[src/zpr_pkg.sv]
// ----------------------------------------------------------------------------
// zpr_pkg
// Shared types and constants for the zigzag position / ring level core.
// ----------------------------------------------------------------------------
package zpr_pkg;

	localparam int MAX_SIZE_DEF = 64;

	// Fixed field widths of the command and result ports
	localparam int W_SIZE  = 7;
	localparam int W_INDEX = 13;
	localparam int W_COORD = 6;

	typedef enum logic [2:0] {
		ST_IDLE,
		ST_MUL,
		ST_CLAMP,
		ST_WALK,
		ST_DONE
	} state_t;

	// Controller to datapath
	typedef struct packed {
		logic load;
		logic mul;
		logic clamp;
		logic step;
		logic finish;
	} cmd_t;

	// Datapath to controller
	typedef struct packed {
		logic steps_zero;
	} status_t;

endpackage

[src/zpr_ctrl.sv]
// ----------------------------------------------------------------------------
// zpr_ctrl
// Sequencer: load, square the size, clamp the index, walk, report.
// ----------------------------------------------------------------------------
module zpr_ctrl (
	input  logic             clk,
	input  logic             arst_n,
	input  logic             start,
	input  zpr_pkg::status_t status,
	output zpr_pkg::cmd_t    cmd,
	output logic             busy,
	output logic             done
);
	import zpr_pkg::*;

	state_t state_q;
	state_t state_nxt;
	logic   accept;

	// a result cycle does not block the next transfer
	assign accept = start && !busy;

	always_ff @(posedge clk or negedge arst_n) begin
		if (!arst_n) begin
			state_q <= ST_IDLE;
		end else begin
			state_q <= state_nxt;
		end
	end

	always_comb begin
		state_nxt = state_q;
		unique case (state_q)
			ST_IDLE, ST_DONE: begin
				if (accept) state_nxt = ST_MUL;
				else        state_nxt = ST_IDLE;
			end
			ST_MUL:   state_nxt = ST_CLAMP;
			ST_CLAMP: state_nxt = ST_WALK;
			ST_WALK: begin
				if (status.steps_zero) state_nxt = ST_DONE;
			end
			default:  state_nxt = ST_IDLE;
		endcase
	end

	always_comb begin
		cmd    = '0;
		busy   = 1'b1;
		done   = 1'b0;
		unique case (state_q)
			ST_IDLE: begin
				busy     = 1'b0;
				cmd.load = accept;
			end
			ST_DONE: begin
				busy     = 1'b0;
				done     = 1'b1;
				cmd.load = accept;
			end
			ST_MUL:   cmd.mul   = 1'b1;
			ST_CLAMP: cmd.clamp = 1'b1;
			ST_WALK: begin
				cmd.step   = !status.steps_zero;
				cmd.finish = status.steps_zero;
			end
			default: busy = 1'b0;
		endcase
	end

endmodule

[src/zpr_datapath.sv]
// ----------------------------------------------------------------------------
// zpr_datapath
// Size/index conditioning, step counter, zigzag walker and ring level.
// ----------------------------------------------------------------------------
module zpr_datapath #(
	parameter int MAX_SIZE = zpr_pkg::MAX_SIZE_DEF
) (
	input  logic                         clk,
	input  zpr_pkg::cmd_t                cmd,
	input  logic [zpr_pkg::W_SIZE-1:0]   grid_size,
	input  logic [zpr_pkg::W_INDEX-1:0]  scan_index,
	output zpr_pkg::status_t             status,
	output logic [zpr_pkg::W_COORD-1:0]  row,
	output logic [zpr_pkg::W_COORD-1:0]  col,
	output logic [zpr_pkg::W_COORD-1:0]  ring_level,
	output logic                         index_clamped
);
	import zpr_pkg::*;

	localparam int CLOG = $clog2(MAX_SIZE);
	localparam int CW   = (CLOG > W_COORD) ? CLOG : W_COORD;    // coordinate width
	localparam int NW   = CW + 1;                                // size, holds MAX_SIZE
	localparam int TW   = 2 * CW + 1;                            // n*n
	localparam int SW   = 2 * CW;                                // step count
	localparam int MW   = (TW > W_INDEX) ? TW : W_INDEX;         // compare width

	logic [NW-1:0]     n_q;
	logic [W_INDEX-1:0] idx_q;
	logic [TW-1:0]     total_q;
	logic [SW-1:0]     steps_q;
	logic              clamp_q;
	logic [CW-1:0]     r_q, c_q;
	logic              down_q;
	logic [CW-1:0]     row_q, col_q, ring_q;
	logic              flag_q;

	logic [NW-1:0]     n_in;
	logic [2*NW-1:0]   prod;
	logic [MW-1:0]     idx_ext, tot_ext, sel, sel_m1;
	logic              over;
	logic [CW-1:0]     nm1;
	logic [CW-1:0]     r_nxt, c_nxt;
	logic              down_nxt;
	logic [CW-1:0]     min_lo, min_hi, ring_nxt;

	// zero size reads as one, oversize saturates
	always_comb begin
		n_in = NW'(grid_size);
		if (n_in == '0) n_in = NW'(1);
		if (n_in > NW'(MAX_SIZE)) n_in = NW'(MAX_SIZE);
	end

	assign prod    = (2*NW)'(n_q) * (2*NW)'(n_q);
	assign nm1     = CW'(n_q - NW'(1));
	assign idx_ext = MW'(idx_q);
	assign tot_ext = MW'(total_q);
	assign over    = idx_ext > tot_ext;
	assign sel     = over ? tot_ext : idx_ext;
	assign sel_m1  = sel - MW'(1);

	// one zigzag move; corner turns fold into the edge cases
	always_comb begin
		r_nxt    = r_q;
		c_nxt    = c_q;
		down_nxt = down_q;
		if (!down_q) begin
			priority if (c_q == nm1) begin
				r_nxt    = r_q + CW'(1);
				down_nxt = 1'b1;
			end else if (r_q == '0) begin
				c_nxt    = c_q + CW'(1);
				down_nxt = 1'b1;
			end else begin
				r_nxt = r_q - CW'(1);
				c_nxt = c_q + CW'(1);
			end
		end else begin
			priority if (r_q == nm1) begin
				c_nxt    = c_q + CW'(1);
				down_nxt = 1'b0;
			end else if (c_q == '0) begin
				r_nxt    = r_q + CW'(1);
				down_nxt = 1'b0;
			end else begin
				r_nxt = r_q + CW'(1);
				c_nxt = c_q - CW'(1);
			end
		end
	end

	always_comb begin
		min_lo   = (r_q < c_q) ? r_q : c_q;
		min_hi   = ((nm1 - r_q) < (nm1 - c_q)) ? (nm1 - r_q) : (nm1 - c_q);
		ring_nxt = ((min_lo < min_hi) ? min_lo : min_hi) + CW'(1);
	end

	always_ff @(posedge clk) begin
		if (cmd.load) begin
			n_q   <= n_in;
			idx_q <= (scan_index == '0) ? W_INDEX'(1) : scan_index;
		end
		if (cmd.mul) begin
			total_q <= prod[TW-1:0];
		end
		if (cmd.clamp) begin
			steps_q <= sel_m1[SW-1:0];
			clamp_q <= over;
			r_q     <= '0;
			c_q     <= '0;
			down_q  <= 1'b0;
		end
		if (cmd.step) begin
			steps_q <= steps_q - SW'(1);
			r_q     <= r_nxt;
			c_q     <= c_nxt;
			down_q  <= down_nxt;
		end
		if (cmd.finish) begin
			row_q  <= r_q;
			col_q  <= c_q;
			ring_q <= ring_nxt;
			flag_q <= clamp_q;
		end
	end

	assign status.steps_zero = (steps_q == '0);
	assign row           = row_q[W_COORD-1:0];
	assign col           = col_q[W_COORD-1:0];
	assign ring_level    = ring_q[W_COORD-1:0];
	assign index_clamped = flag_q;

endmodule

[src/zigzag_position_ring_level_core.sv]
// Sequence: load, square n, clamp, walk, then done; k = effective index
// (index 0 as 1, clamped to n*n); the walker makes one zigzag move per cycle.
// A new query is not taken while the walk runs; the next start is taken in the cycle
// done is high. Results are not held off by the receiver.
// Reset: arst_n clears the sequencer to idle at once; no result is pending.
// ----------------------------------------------------------------------------
// zigzag_position_ring_level_core
// Zigzag scan position of a one-based index in an n x n grid, with ring level.
// ----------------------------------------------------------------------------
module zigzag_position_ring_level_core #(
	parameter int MAX_SIZE = zpr_pkg::MAX_SIZE_DEF
) (
	input  logic                         clk,
	input  logic                         arst_n,
	input  logic                         start,
	output logic                         busy,
	input  logic [zpr_pkg::W_SIZE-1:0]   grid_size,
	input  logic [zpr_pkg::W_INDEX-1:0]  scan_index,
	output logic                         done,
	output logic [zpr_pkg::W_COORD-1:0]  row,
	output logic [zpr_pkg::W_COORD-1:0]  col,
	output logic [zpr_pkg::W_COORD-1:0]  ring_level,
	output logic                         index_clamped
);
	import zpr_pkg::*;

	cmd_t    cmd;
	status_t status;

	zpr_ctrl u_ctrl (
		.clk    (clk),
		.arst_n (arst_n),
		.start  (start),
		.status (status),
		.cmd    (cmd),
		.busy   (busy),
		.done   (done)
	);

	zpr_datapath #(
		.MAX_SIZE (MAX_SIZE)
	) u_dp (
		.clk           (clk),
		.cmd           (cmd),
		.grid_size     (grid_size),
		.scan_index    (scan_index),
		.status        (status),
		.row           (row),
		.col           (col),
		.ring_level    (ring_level),
		.index_clamped (index_clamped)
	);

endmodule

[config.mk]
export PLATFORM = sky130hd
export DESIGN_NAME = zigzag_position_ring_level_core
export DESIGN_NICKNAME = d
export VERILOG_FILES = /design/src/zpr_pkg.sv /design/src/zpr_ctrl.sv /design/src/zpr_datapath.sv /design/src/zigzag_position_ring_level_core.sv
export SDC_FILE = /design/constraint.sdc
export NUM_CORES = 1
export LEC_CHECK = 0
export BUFFER_PORTS_ARGS = -buffer_cell sky130_fd_sc_hd__buf_2
export CORE_AREA = 2 2 110 112
export CTS_CLUSTER_SIZE = 30
export DETAILED_ROUTE_END_ITERATION = 7
export DIE_AREA = 0 0 112 114
export PLACE_DENSITY_LB_ADDON = 0.12
export SYNTH_ARGS = -nofsm -noshare
export SYNTH_HDL_FRONTEND = slang
export SYNTH_SLANG_ARGS = --single-unit
[constraint.sdc]
create_clock -name clk -period 7.6 [get_ports clk]
set_clock_uncertainty 0.2 [all_clocks]
set_input_delay 1.14 -clock clk [delete_from_list [all_inputs] [get_ports clk]]
set_output_delay 1.14 -clock clk [all_outputs]
set_load 0.05 [all_outputs]
Yosys cells after proc, flatten, opt, wreduce, memory -nomap -nowiden
Cells that the tools add are included.

Flip-flop bits (word level): 81. Output and inout port bits: 21.

Add/subtract/negate cells: 10. Multipliers: 1. Magnitude comparators: 5. Equality and inequality tests: 11. Muxes and demuxes: 34. Reductions and logical operators: 14.

Operators with widths (number): $mux W6 (14); $mux W12 (3); $sub A12 B1 Y12 const B (2); $add A6 B1 Y6 const B (3); $lt A6 B6 Y1 (3); $sub A6 B1 Y6 const B (3); $gt A13 B13 Y1 (1); $logic_not A13 Y1 (1); $mul A7 B7 Y13 (1); $mux W1 (13); $eq A6 B6 Y1 (2); $logic_not A12 Y1 (1); $logic_not A6 Y1 (2); $pmux W3 S4 (1); $sub A6 B6 Y6 (2); $gt A7 B7 Y1 const B (1); $logic_not A7 Y1 (1); $mux W7 (1); $eq A3 B2 Y1 const B (2); $reduce_and A3 Y1 (2); $ne A4 B2 Y1 const B (1); $ne A4 B4 Y1 const B (1); $eq A3 B1 Y1 const B (1); $eq A3 B3 Y1 const B (1); 11 further kinds (12).

Depth between registers and ports, before layout
Depth in word-level cells: 7. Gate-level depth with buffers: 28. Mapped depth without buffers: 27.

Hierarchy
A second synthesis with hierarchy kept.

Cell total of the unflattened synthesis: 609. Area total of the unflattened synthesis: 6377.4 µm².

Modules (own cells, without submodules): zpr_datapath (times used 1, cells an instance 591, area each 6209.7 µm²); zpr_ctrl (times used 1, cells an instance 18, area each 167.7 µm²).

Least setup slack after synthesis
Ideal clock, no wire load.

Path kind: register to register. Start: register u_dp.n_q[0]. End: register u_dp.ring_q[4], in the netlist u_dp.ring_level[4] (data pin). Library setup time: 0.261 ns. Data arrival time: 5.017 ns. Required time: 7.139 ns. Slack: 2.122 ns. Stages on the path, launching flop included: 27. Buffers on the path: 1. Cell sequence: edfxtp_1 > buf_2 > inv_1 > ha_1 > inv_1 > ha_1 > nor2b_1 > o21ai_0 > nand2b_1 > a21o_1 > a21oi_1 > xnor2_1 > inv_1 > ha_1 > o21a_1 > a21oi_4 > mux2i_1 > ha_1 > a21oi_1 > nor2b_1 > o21ai_0 > nand2b_1 > o32ai_2 > inv_1 > ha_1 > and3_1 > o32a_1.

Cells in the longest elaborated chain, start to end: 7.

Ends and longest elaborated chain: from (decl) (RTL line zpr_datapath.sv:27) `logic [NW-1:0] n_q;`; from (signal assigned) (RTL line zpr_datapath.sv:99) `n_q <= n_in;`; $sub A6 B1 Y6 (*) (RTL line zpr_datapath.sv:54) `assign nm1 = CW'(n_q - NW'(1));`; $sub A6 B6 Y6 (RTL line zpr_datapath.sv:93) `min_hi = ((nm1 - r_q) < (nm1 - c_q)) ? (nm1 - r_q) : (nm1 - c_q);`; $lt A6 B6 Y1 (RTL line zpr_datapath.sv:93); $mux W6 (*) (RTL line zpr_datapath.sv:93); $lt A6 B6 Y1 (RTL line zpr_datapath.sv:94) `ring_nxt = ((min_lo < min_hi) ? min_lo : min_hi) + CW'(1);`; $mux W6 (*) (RTL line zpr_datapath.sv:94); $add A6 B1 Y6 (*) (RTL line zpr_datapath.sv:94); via u_dp.ring_nxt[4] (RTL line zpr_datapath.sv:44) `logic [CW-1:0] min_lo, min_hi, ring_nxt;`; to (signal assigned) (RTL line zpr_datapath.sv:121) `ring_q <= ring_nxt;`; to (decl) (RTL line zpr_datapath.sv:34) `logic [CW-1:0] row_q, col_q, ring_q;`.

Mark *: on every way through the listed nets, which the timed path passes. The rest lies on a longest branch. A chain may end at the register's enable or synchronous reset.

Worst setup path in the final report
Ends and elaborated chain as after synthesis.

==> reports/metrics.csv <==
metric,value,unit
status,finished clean,
ys_async_sr_fraction,0.0375,
fp.dieH,114,um
rrSetupSlack,1.48,ns
port_buffers,43,
viasPerCell,5.49,
grt_pass1_vias,4194,
critical_path_class,reg -> reg,
seq_area_frac_synth,0.379,
reg2reg_depth,25,
grt_max_degree,23,
tns,0,ns
hold_buffers,0,
finalHoldViolCount,0,
place.gp.congestion,0.848,
overflow,0,
timing.rr.start,u_dp.n_q[0],
htree_levels,3,
max_slew.worst_pin.slew,1.15,ns
slew_viol_final,0,
ys_ff_latch,80,
diodes,0,
dr_total_vias,4127,
startpoint,u_dp.n_q[0],
wl,12100,um
drive_gt1_frac,0.162,
maxCapViolCount,0,
die_w,112,um
syn-num-nets,679,
rr_endpoint,u_dp.ring_level[4],
fin_nets,709,
final_cell_mix,"77 x edfxtp_1, 69 x ha_1, 68 x inv_1",
dr.first_iter.drc_count,203,
hold_class,reg -> reg,
drcViolationCount,0,
grt_setup_unrepaired,no,
start_kind,register,
crit_required,7.48,ns
clk_path_buf_depth,2,
yosysWarnings,0,
cp.arrival,6.00,ns
post-route-period-util,0.805,
mostFrequentLayoutCell,edfxtp_1,
synth-edff-count,77,
clk_pin_slew,0.06,ns
period_needed,6.12,ns
dieArea,0.0128,mm2
dr.pass1.iters,4,
cts_sinks,80,
cts_resized,0,
cts_setup_buffers,0,
cts-root-buf,clkbuf_16,
worstSkewPairLatency,0.34,ns
start_util,0.537,
synth_area,0.00629,mm2
numCtsBuffers,9,
grt_antenna_before_repair,0,
core,0.0117,mm2
finalSetupViolCount,0,
final_antenna_net_count,0,
synth_ff_type,edfxtp_1,
cp_max_fo,14,
grt_first_pass_wirelength,20300,um
hpwl,9630,um
pin_count,44,
cp-end-kind,register,
rows,40,
worstSetupEndpoint,u_dp.ring_level[4],
areaGrowthSynthToFinish,9.30,%
synth_cells,570,
fmax,0.164,GHz
whs,0.226,ns
synth.avg_cell_area,11.0,um2
relSlewSlack,0.234,
grt_usage,0.203,
synth_cell_types,64,
cts_tree,built,
wl_per_cell,16.1,um
[flip-flops by register name, indices dropped and copies added (netlist names)]
| register | cells |
|---|---|
| u_dp.ring_level | 6 |
| u_dp.index_clamped | 1 |
| u_dp.n_q | 7 |
| u_dp.r_q | 6 |
| u_dp.down_q | 1 |
| u_dp.clamp_q | 1 |
| u_dp.steps_q | 12 |
| u_ctrl.state_q | 3 |
| u_dp.idx_ext | 13 |
| u_dp.tot_ext | 12 |
| u_dp.c_q | 6 |
| u_dp.row | 6 |
| u_dp.col | 6 |
[metal layers]
| layer | global-route usage | up-vias | part of all wire |
|---|---|---|---|
| li1 | - | 2064 | - |
| met1 | 0.263 | 1972 | 0.45 |
| met2 | 0.356 | 76 | 0.49 |
| met3 | 0.0319 | 15 | 0.043 |
| met4 | 0.0610 | 0 | 0.014 |
| met5 | 0 | - | 0 |
[critical path: stages (launching register included)]
cell and delay, ns:
edfxtp_1 0.59, inv_1 0.12, ha_1 0.39, inv_1 0.08, ha_1 0.28, nor2b_1 0.13, o21ai_0 0.15, nand2b_1 0.10
a21o_1 0.18, a21oi_1 0.17, xnor2_1 0.16, inv_1 0.08, ha_1 0.28, o21a_1 0.13, a21oi_4 0.27, mux2i_1 0.45
ha_1 0.32, a21oi_1 0.13, nor2b_1 0.05, o21ai_0 0.14, nand2b_1 0.14, o32ai_2 0.49, inv_1 0.09, ha_1 0.25
and3_1 0.15, o32a_1 0.33
[per-stage QoR]
| stage | std cells | cell area [um2] | setup WS (ns) | utilization |
|---|---|---|---|---|
| 2_1_floorplan | 570 | 6290 | 2.12 | - |
| 3_3_place_gp | 736 | 6610 | 1.79 | 0.564 |
| 3_5_place_dp | 736 | 6610 | 1.53 | 0.564 |
| 4_1_cts | 752 | 6880 | 1.51 | 0.588 |
| 5_1_grt | 752 | 6880 | 1.10 | 0.588 |
| 6_report | 752 | 6880 | 1.48 | 0.588 |
[final cells by class]
class	instances	area (um2)
fillers	1031	4830
flip-flops and latches	80	2390
multi-input cells	397	3560
clock inverters	6	43.8
repair buffers	44	223
clock buffers	10	229
well taps	147	184
inverters	68	255
[cell families (layout without fill, tap and decap cells)]
| kind of cell | count (synthesis) | count (layout) | share of synthesized area |
|---|---|---|---|
| compound gates | 75 | 75 | 0.0865 |
| xor+xnor | 50 | 50 | 0.0739 |
| fa+ha+maj | 86 | 86 | 0.191 |
| buf+inv | 93 | 128 | 0.0586 |
| flops | 80 | 80 | 0.379 |
| mux | 39 | 39 | 0.0755 |
| simple gates | 147 | 147 | 0.135 |
[worst min path at each step]
| stage | from | to | slack (ns) | cells after the start |
|---|---|---|---|---|
| 3_3_place_gp | u_dp.clamp_q | u_dp.index_clamped | 0.21 | 0 |
| 2_1_floorplan | u_dp.clamp_q | u_dp.index_clamped | 0.20 | 0 |
| 4_1_cts | u_dp.clamp_q | u_dp.index_clamped | 0.23 | 0 |
| 6_report | u_dp.clamp_q | u_dp.index_clamped | 0.23 | 0 |
| 5_1_grt | u_dp.clamp_q | u_dp.index_clamped | 0.24 | 0 |
| 3_5_place_dp | u_dp.clamp_q | u_dp.index_clamped | 0.22 | 0 |
[synth_stat cells, types with 3 or more instances]
cell / instances / share of area
and2_1: 17 / 0.017
nor2_1: 31 / 0.018
o21ai_1: 3 / 0.0024
or3_1: 3 / 0.0030
mux2_2: 7 / 0.013
nor2b_1: 12 / 0.012
o21bai_1: 8 / 0.0095
o21a_1: 3 / 0.0036
mux2_4: 3 / 0.0072
clkbuf_1: 21 / 0.013
dfrtp_1: 3 / 0.012
nand2_1: 19 / 0.011
ha_1: 69 / 0.14
xnor2_1: 37 / 0.051
nor3b_1: 6 / 0.0072
inv_1: 68 / 0.041
o21ai_0: 10 / 0.0080
mux2i_4: 4 / 0.014
fa_1: 17 / 0.054
mux2i_1: 22 / 0.035
nor3_1: 12 / 0.0095
nand2b_1: 5 / 0.0050
a21oi_1: 22 / 0.017
nor4_1: 7 / 0.0070
nand4_1: 5 / 0.0050
xor2_1: 11 / 0.015
and3_1: 7 / 0.0070
mux2i_2: 3 / 0.0066
edfxtp_1: 77 / 0.37
nor3_2: 3 / 0.0048
a21o_1: 6 / 0.0072
nor4bb_1: 3 / 0.0048
nand3_1: 6 / 0.0048
Power is left out: the tool's default activity adds up to more than one toggle a clock period on the data nets, which glitch-free logic cannot reach.
